===== config.mk =====
export PLATFORM = sky130hd
export DESIGN_NAME = token_bucket_packet_shaper_core
export DESIGN_NICKNAME = d
export VERILOG_FILES = /design/src/tbps_pkg.sv /design/src/tbps_ram.sv /design/src/tbps_queue.sv /design/src/token_bucket_packet_shaper_core.sv
export VERILOG_INCLUDE_DIRS = /design/src /design/src/src
export SDC_FILE = /design/constraint.sdc
export NUM_CORES = 2
export LEC_CHECK = 0
export ABC_AREA = 1
export BUFFER_PORTS_ARGS = -buffer_cell sky130_fd_sc_hd__buf_4
export CORE_MARGIN = 1
export CORE_UTILIZATION = 39
export CTS_CLUSTER_SIZE = 25
export DETAILED_ROUTE_END_ITERATION = 10
export GPL_TIMING_DRIVEN = 1
export PLACE_DENSITY_LB_ADDON = 0.15
export SLEW_MARGIN = 25
export SYNTH_ARGS = -nofsm -noshare
export SYNTH_HDL_FRONTEND = slang
export SYNTH_HIERARCHICAL = 1
export SYNTH_SLANG_ARGS = --single-unit

===== constraint.sdc =====
create_clock -name clk -period 15.25 [get_ports clk]
set_clock_uncertainty 0.1 [all_clocks]
set_input_delay 0.7625 -clock clk [delete_from_list [all_inputs] [get_ports clk]]
set_output_delay 0.7625 -clock clk [all_outputs]
set_load 0.02 [all_outputs]

===== src/token_bucket_packet_shaper_core_defines.svh =====
// Assertion macros shared by the token bucket shaper RTL.
`ifndef TOKEN_BUCKET_PACKET_SHAPER_CORE_DEFINES_SVH
`define TOKEN_BUCKET_PACKET_SHAPER_CORE_DEFINES_SVH
`ifndef SYNTHESIS
// Property checked on every clock edge outside reset.
`define TBPS_ASSERT(lbl, prop, msg) \
  lbl: assert property (@(posedge clk) disable iff (rst) (prop)) else $error(msg);
// Condition that must never be true outside reset.
`define TBPS_NEVER(lbl, expr, msg) \
  lbl: assert property (@(posedge clk) disable iff (rst) !(expr)) else $error(msg);
`else
`define TBPS_ASSERT(lbl, prop, msg)
`define TBPS_NEVER(lbl, expr, msg)
`endif
`endif


===== src/tbps_pkg.sv =====
// Types and constants of the token bucket packet shaper.
package tbps_pkg;

  localparam int TokW = 10;
  localparam int TagW = 16;

  localparam logic [TokW-1:0] DEPTH_RESET = 10'd10;

  localparam logic [2:0] EV_QUEUED  = 3'd0;
  localparam logic [2:0] EV_FORWARD = 3'd1;
  localparam logic [2:0] EV_TOO_BIG = 3'd2;
  localparam logic [2:0] EV_TOKEN   = 3'd3;
  localparam logic [2:0] EV_LOST    = 3'd4;
  localparam logic [2:0] EV_QFULL   = 3'd5;

  typedef enum logic {
    ST_IDLE,
    ST_EXEC
  } state_t;

  typedef struct packed {
    logic            operation;
    logic [TagW-1:0] packet_tag;
    logic [TokW-1:0] tokens_needed;
  } item_t;

  typedef struct packed {
    logic [2:0]      event_res;
    logic            forward_valid;
    logic [TagW-1:0] forward_tag;
    logic [TokW-1:0] tokens_held;
    logic [6:0]      queue_level;
  } result_t;

  typedef struct packed {
    logic [TagW-1:0] tag;
    logic [TokW-1:0] need;
  } queue_entry_t;

  typedef struct packed {
    logic read;
    logic push;
    logic pop;
  } queue_cmd_t;

endpackage


===== src/tbps_ram.sv =====
// Generic simple dual port RAM with registered read.
module tbps_ram #(
  parameter int WIDTH = 8,
  parameter int DEPTH = 16
) (
  input  logic                     clk,
  input  logic                     wr_en,
  input  logic [$clog2(DEPTH)-1:0] wr_addr,
  input  logic [WIDTH-1:0]         wr_data,
  input  logic                     rd_en,
  input  logic [$clog2(DEPTH)-1:0] rd_addr,
  output logic [WIDTH-1:0]         rd_data
);

  logic [WIDTH-1:0] mem [DEPTH];

  always_ff @(posedge clk) begin
    if (wr_en) begin
      mem[wr_addr] <= wr_data;
    end
    if (rd_en) begin
      rd_data <= mem[rd_addr];
    end
  end

endmodule


===== src/tbps_queue.sv =====
// Waiting packet queue: head, tail and fill count around one RAM.
`include "token_bucket_packet_shaper_core_defines.svh"

module tbps_queue #(
  parameter int DEPTH = 64
) (
  input  logic                         clk,
  input  logic                         rst,
  input  tbps_pkg::queue_cmd_t         cmd,
  input  tbps_pkg::queue_entry_t       wr_entry,
  output tbps_pkg::queue_entry_t       head_entry,
  output logic [$clog2(DEPTH+1)-1:0]   count
);

  localparam int AW = $clog2(DEPTH);
  localparam int CW = $clog2(DEPTH + 1);
  localparam logic [AW-1:0] LastSlot = AW'(DEPTH - 1);

  logic [AW-1:0] head;
  logic [AW-1:0] tail;
  logic [AW-1:0] head_next;
  logic [AW-1:0] tail_next;
  logic [CW-1:0] count_next;

  always_comb begin
    head_next  = head;
    tail_next  = tail;
    count_next = count;
    if (cmd.push) begin
      tail_next  = (tail == LastSlot) ? '0 : tail + AW'(1);
      count_next = count + CW'(1);
    end
    if (cmd.pop) begin
      head_next  = (head == LastSlot) ? '0 : head + AW'(1);
      count_next = count - CW'(1);
    end
  end

  always_ff @(posedge clk) begin
    if (rst) begin
      head  <= '0;
      tail  <= '0;
      count <= '0;
    end else begin
      head  <= head_next;
      tail  <= tail_next;
      count <= count_next;
    end
  end

  // The head entry is read when an item is taken; any push has already been written by then.
  tbps_ram #(
    .WIDTH($bits(tbps_pkg::queue_entry_t)),
    .DEPTH(DEPTH)
  ) u_ram (
    .clk    (clk),
    .wr_en  (cmd.push),
    .wr_addr(tail),
    .wr_data(wr_entry),
    .rd_en  (cmd.read),
    .rd_addr(head),
    .rd_data(head_entry)
  );

  `TBPS_NEVER(a_push_pop, cmd.push && cmd.pop, "queue push and pop in the same cycle")
  `TBPS_ASSERT(a_count_max, count <= CW'(DEPTH), "queue count above depth")
  `TBPS_ASSERT(a_push_room, cmd.push |-> count < CW'(DEPTH), "push into a full queue")

endmodule


===== src/token_bucket_packet_shaper_core.sv =====
// Channel | signals                          | item
// --------+----------------------------------+-----------------------------------------
// input   | item_valid, item_stall, item     | tick or packet arrival (tbps_pkg::item_t)
// output  | result_valid, result_stall, result | one outcome per item (tbps_pkg::result_t)
// config  | cfg_write, cfg_data              | bucket depth, 10 bits
//
// Each item is taken in IDLE, which also reads the queue head from RAM; EXEC then
// decides, updates the bucket and queue, and loads the output register.
// The output register lets the next item be taken while a result waits; a stalled
// result holds the decide cycle until the register frees up.
// Reset is synchronous; it empties the bucket and queue and sets the depth to 10.
`include "token_bucket_packet_shaper_core_defines.svh"

module token_bucket_packet_shaper_core #(
  parameter int QUEUE_DEPTH = 64
) (
  input  logic              clk,
  input  logic              rst,
  input  logic              item_valid,
  output logic              item_stall,
  input  tbps_pkg::item_t   item,
  output logic              result_valid,
  input  logic              result_stall,
  output tbps_pkg::result_t result,
  input  logic              cfg_write,
  input  logic [9:0]        cfg_data
);

  localparam int CW = $clog2(QUEUE_DEPTH + 1);

  tbps_pkg::state_t       state;
  tbps_pkg::state_t       state_next;
  tbps_pkg::item_t        cur;
  tbps_pkg::result_t      result_next;
  tbps_pkg::queue_cmd_t   cmd;
  tbps_pkg::queue_entry_t head_entry;
  tbps_pkg::queue_entry_t wr_entry;
  logic [CW-1:0]          count;
  logic [CW-1:0]          level_after;
  logic [9:0]             depth;
  logic [9:0]             tokens;
  logic [9:0]             tokens_next;
  logic [9:0]             tok_inc;
  logic [2:0]             ev;
  logic                   fwd;
  logic [15:0]            ftag;
  logic                   push;
  logic                   pop;
  logic                   q_empty;
  logic                   q_full;
  logic                   accept;
  logic                   load;

  assign q_empty    = (count == '0);
  assign q_full     = (count == CW'(QUEUE_DEPTH));
  assign item_stall = (state != tbps_pkg::ST_IDLE);
  assign accept     = item_valid && !item_stall;
  assign load       = (state == tbps_pkg::ST_EXEC) && (!result_valid || !result_stall);
  assign tok_inc    = tokens + 10'd1;
  assign wr_entry   = '{tag: cur.packet_tag, need: cur.tokens_needed};

  // Decide the outcome of the held item against bucket, queue and head entry.
  always_comb begin
    ev          = tbps_pkg::EV_QUEUED;
    fwd         = 1'b0;
    ftag        = '0;
    tokens_next = tokens;
    push        = 1'b0;
    pop         = 1'b0;
    if (cur.operation) begin
      if (cur.tokens_needed > depth) begin
        ev = tbps_pkg::EV_TOO_BIG;
      end else if (q_empty && cur.tokens_needed <= tokens) begin
        tokens_next = tokens - cur.tokens_needed;
        fwd         = 1'b1;
        ftag        = cur.packet_tag;
        ev          = tbps_pkg::EV_FORWARD;
      end else if (q_full) begin
        ev = tbps_pkg::EV_QFULL;
      end else begin
        push = 1'b1;
        ev   = tbps_pkg::EV_QUEUED;
      end
    end else begin
      if (tokens >= depth) begin
        ev = tbps_pkg::EV_LOST;
      end else if (!q_empty && head_entry.need <= tok_inc) begin
        tokens_next = tok_inc - head_entry.need;
        fwd         = 1'b1;
        ftag        = head_entry.tag;
        pop         = 1'b1;
        ev          = tbps_pkg::EV_FORWARD;
      end else begin
        tokens_next = tok_inc;
        ev          = tbps_pkg::EV_TOKEN;
      end
    end
    level_after = count + CW'(push) - CW'(pop);
  end

  always_comb begin
    state_next  = state;
    cmd         = '0;
    result_next = result;
    unique case (state)
      tbps_pkg::ST_IDLE: begin
        cmd.read = accept;
        if (accept) begin
          state_next = tbps_pkg::ST_EXEC;
        end
      end
      tbps_pkg::ST_EXEC: begin
        if (load) begin
          cmd.push    = push;
          cmd.pop     = pop;
          result_next = '{event_res: ev, forward_valid: fwd, forward_tag: ftag,
                          tokens_held: tokens_next, queue_level: 7'(level_after)};
          state_next  = tbps_pkg::ST_IDLE;
        end
      end
      default: begin
        state_next = tbps_pkg::ST_IDLE;
      end
    endcase
  end

  always_ff @(posedge clk) begin
    if (rst) begin
      state        <= tbps_pkg::ST_IDLE;
      result_valid <= 1'b0;
      tokens       <= '0;
      depth        <= tbps_pkg::DEPTH_RESET;
    end else begin
      state <= state_next;
      if (cfg_write) begin
        depth <= cfg_data;
      end
      if (load) begin
        tokens       <= tokens_next;
        result_valid <= 1'b1;
      end else if (!result_stall) begin
        result_valid <= 1'b0;
      end
    end
  end

  always_ff @(posedge clk) begin
    if (accept) begin
      cur <= item;
    end
    result <= result_next;
  end

  tbps_queue #(
    .DEPTH(QUEUE_DEPTH)
  ) u_queue (
    .clk       (clk),
    .rst       (rst),
    .cmd       (cmd),
    .wr_entry  (wr_entry),
    .head_entry(head_entry),
    .count     (count)
  );

  `TBPS_ASSERT(a_take_exec, accept |=> state == tbps_pkg::ST_EXEC, "item taken outside idle")
  `TBPS_ASSERT(a_load_done, (state == tbps_pkg::ST_EXEC) && !result_valid |=> (state == tbps_pkg::ST_IDLE) && result_valid, "decide cycle did not load the result")
  `TBPS_ASSERT(a_fwd_code, result_valid |-> (result.forward_valid == (result.event_res == tbps_pkg::EV_FORWARD)), "forward flag disagrees with event")
  `TBPS_ASSERT(a_fwd_tag, result_valid && !result.forward_valid |-> result.forward_tag == '0, "tag set without forward")

endmodule


==> impl_metrics.ini <==
[detailed_routing]
via_count = 49200
wl_per_cell_um = 24.4
vias_per_cell = 5.36
drc = 0
routed_wl_mm = 223
dr.pass1.iters = 5
drt_iter0_markers = 4506
drtAntennaViolNets = 0

[synthesis]
ys_warn_count = 6
synth-async-reset-ratio = 0
synth_edf_count = 1754
syn_nets = 6544
syn_area_per_cell_um2 = 11.6
synth.area.top_cells = edfxtp_1 (70%), nand2_1 (12%), nand3_1 (9.8%)
ys.flop_type = edfxtp_1
synth_cell_types = 42
synth_cells = 6442
synth-seq-cells = 1795
yosysTopAreaCell = edfxtp_1
yosysSeqAreaShare = 0.716
synth_top_area_frac = 0.705
synthesis.area_um2 = 74700

[sta]
finalSetupViolations = 0
slew_viol_final = 0
slew_headroom = 0.266
fmax_mhz = 180
rsz0062_at_grt = no
setup_slack_ns = 9.70
period_minus_slack_ns = 5.55
hold_viol = 0
finalCritPeriodShare = 0.364
tightestPinTransition_ns = 1.10
finalSetupTns_ns = 0

[power]
clockPowerShare = 0.440
swShare = 0.209
leakage_nw = 30.2
pwr-share-comb = 0.023
power.switching_w = 0.00213
irDropWorstVdd_mv = 0.120
p_per_area_nw_per_um2 = 121
p_int_w = 0.00806
seqPwrFrac = 0.537

[placement]
pre_cts_ws_ns = 9.79
finalWeightedCongestion = 0.869
io_buffers = 80
dp_hpwl_mm = 123

[setup_path]
cp.arrival_ns = 6.18
cp_slowest_cell = nor2_1
cp.required_ns = 15.88
worst_setup_path_end_kind = flop
cpPeakStageDelay_ns = 0.84
crit_path_start_kind = flop
path_class = flop to flop
cp_common_cell = nand2_1
worstPathMaxFanout = 25
worstPathCellList = ha_1 -> nand3_1 -> nor2_1 -> nand2_1 -> xor2_1 -> inv_1 -> ha_1 -> nand2_2 -> nor2_2 -> nand2_1 -> nand2_1 -> inv_2 -> a21oi_4 -> nand2_2 -> nor2_1 -> ha_1 -> or2_2 -> nand3b_1 -> nand2_1 -> nand2_1 -> nand3_1 -> nand2_1 -> inv_1

[floorplan]
fp.dieW_um = 440
fp.coreArea_um2 = 190000
dieArea_um2 = 193000
die_h_um = 440
io_pins = 81
num_rows = 160
initial_core_util = 0.393

[finish]
layout.nets = 6593
fill_cells = 17500
synthToLayoutAreaGrowth_pct = 12.6
drive_above_1_share = 0.0860

[clock_tree]
cts-root-buf = clkbuf_16
cts_max_path_buffers = 3
clock_sinks = 1795
cts_resized = 0
clkTransAtPathRegs_ns = 0.06
cts_tree = built
cts_buffers = 192
insertion_delay_ns = 0.84
htreeDepth = 4

[grt]
grt_pass1_wl_mm = 325
grt_start_max_net_pins = 208
grt_antenna_before_repair = 6
grtUsageTotal = 0.229
grt_pass1_vias = 46100
gr-total-overflow = 0

[status]
status = finished clean

[min_path]
hold_class = input port to flop

[flow_run]
max-cap-violations = 0
[final timing paths]
check                              end  cells after the start        start  slack [ns]
max                   u_queue/count[5]                     23    tokens[0]        9.70
min                           depth[0]                      3  cfg_data[0]        0.06
max reg2reg           u_queue/count[5]                     23    tokens[0]        9.70
min reg2reg  u_queue/u_ram/mem[44][14]                      0      cur[14]        0.38
[power groups by stage]
stage,sequential [W],clock [W],combinational [W]
6_report,0.00546,0.00448,0.000239
2_1_floorplan,0.00561,0,0.0000628
5_1_grt,0.00546,0.00475,0.000258
3_3_place_gp,0.00557,0,0.000234
4_1_cts,0.00546,0.00457,0.000243
3_5_place_dp,0.00557,0,0.000236
[registers in the layout (all words and copies together), names as in the netlist]
signal and count:
u_queue/u_ram/mem 1664, result 37, cur 27, u_queue/u_ram/rd_data 26, depth 10, tokens 10
u_queue/count 7, u_queue/head 6, u_queue/tail 6, item_stall 1, result_valid 1
[cell usage after synthesis, types with 2 or more instances]
cell type,count
nand2_1,2302
edfxtp_1,1754
nand3_1,1464
buf_2,167
nor2_1,129
inv_1,126
clkbuf_1,61
ha_1,56
buf_1,50
buf_6,50
buf_4,42
dfxtp_1,41
a21oi_1,38
o21ai_0,21
xor2_1,21
nand4_1,17
a32o_1,16
nand2_2,14
nand3_2,11
xnor2_1,11
nor4_1,8
inv_2,6
fa_1,4
nor2_2,4
buf_12,3
clkinv_1,3
nor3_1,3
o21bai_1,3
a21oi_4,2
nor3b_1,2
o21a_1,2
[cell type report]
cell class / instances / area (µm²) / share of cell area
Inverter: 136 / 544 / 0.00647
Tap cell: 2511 / 3140 / 0.0373
Clock buffer: 247 / 5100 / 0.0607
Timing Repair Buffer: 229 / 1990 / 0.0237
Sequential cell: 1795 / 53500 / 0.636
Multi-Input combinational cell: 4137 / 18900 / 0.225
Clock inverter: 104 / 881 / 0.0105
Antenna cell: 14 / 35.0 / 0.000416
[repair_timing]
action	in CTS	in global routing
setup endpoints to repair	0	0
hold buffers	29	0
hold endpoints to repair	29	0
setup buffers	0	0
[worst max-delay path, delay by kind of cell, from the launching register on]
family / cells / cell delay, ns
fa+ha+maj: 3 / 1.03
flops: 1 / 0.56
xor+xnor: 1 / 0.21
simple gates: 15 / 2.59
buf+inv: 3 / 0.15
compound gates: 1 / 0.78
[kinds of logic after synthesis]
| logic type | Yosys count | share of synthesized area |
|---|---|---|
| flops | 1795 | 0.716 |
| simple gates | 3959 | 0.226 |
| xor+xnor | 32 | 0.00375 |
| fa+ha+maj | 60 | 0.0104 |
| compound gates | 86 | 0.00740 |
| buf+inv | 510 | 0.0364 |
[layout by cell type, fill, tap and decap left out, drive strengths merged, types with 11 or more instances in the layout]
cell,Yosys,layout
a21oi,41,41
ha,56,56
nand3,1475,1475
xor2,21,21
clkinv,3,87
nor2,134,134
xnor2,11,11
dfxtp,41,41
bufinv,0,12
a32o,16,16
edfxtp,1754,1754
clkbuf,61,247
nand4,17,17
buf,313,200
nand2,2316,2316
o21ai,22,22
dlygate4sd3,0,29
diode,0,14
inv,133,139
[through the flow]
stage	instance area [µm²]	total power, W	util	cells	hold WS [ns]
6_report	84100	0.0102	0.442	9173	0.0559
5_1_grt	84100	0.0105	0.442	9159	0.0436
4_1_cts	83900	0.0103	0.441	9153	0.000273
3_5_place_dp	77700	0.00580	0.408	8773	0.350
3_3_place_gp	77600	0.00580	0.408	8770	0.369
2_1_floorplan	74700	0.00567	-	6442	0.358
[per-layer routing]
layer | up-vias | track usage | part of all wire | routed length, µm
met3 | 269 | 0.0287 | 0.055 | 12400
met2 | 1540 | 0.370 | 0.47 | 106000
met4 | 2 | 0.0736 | 0.030 | 6770
li1 | 22700 | - | - | -
met1 | 24700 | 0.320 | 0.44 | 98400
met5 | - | 0 | 0.000076 | 17
Power figures use the tool's default switching activity.
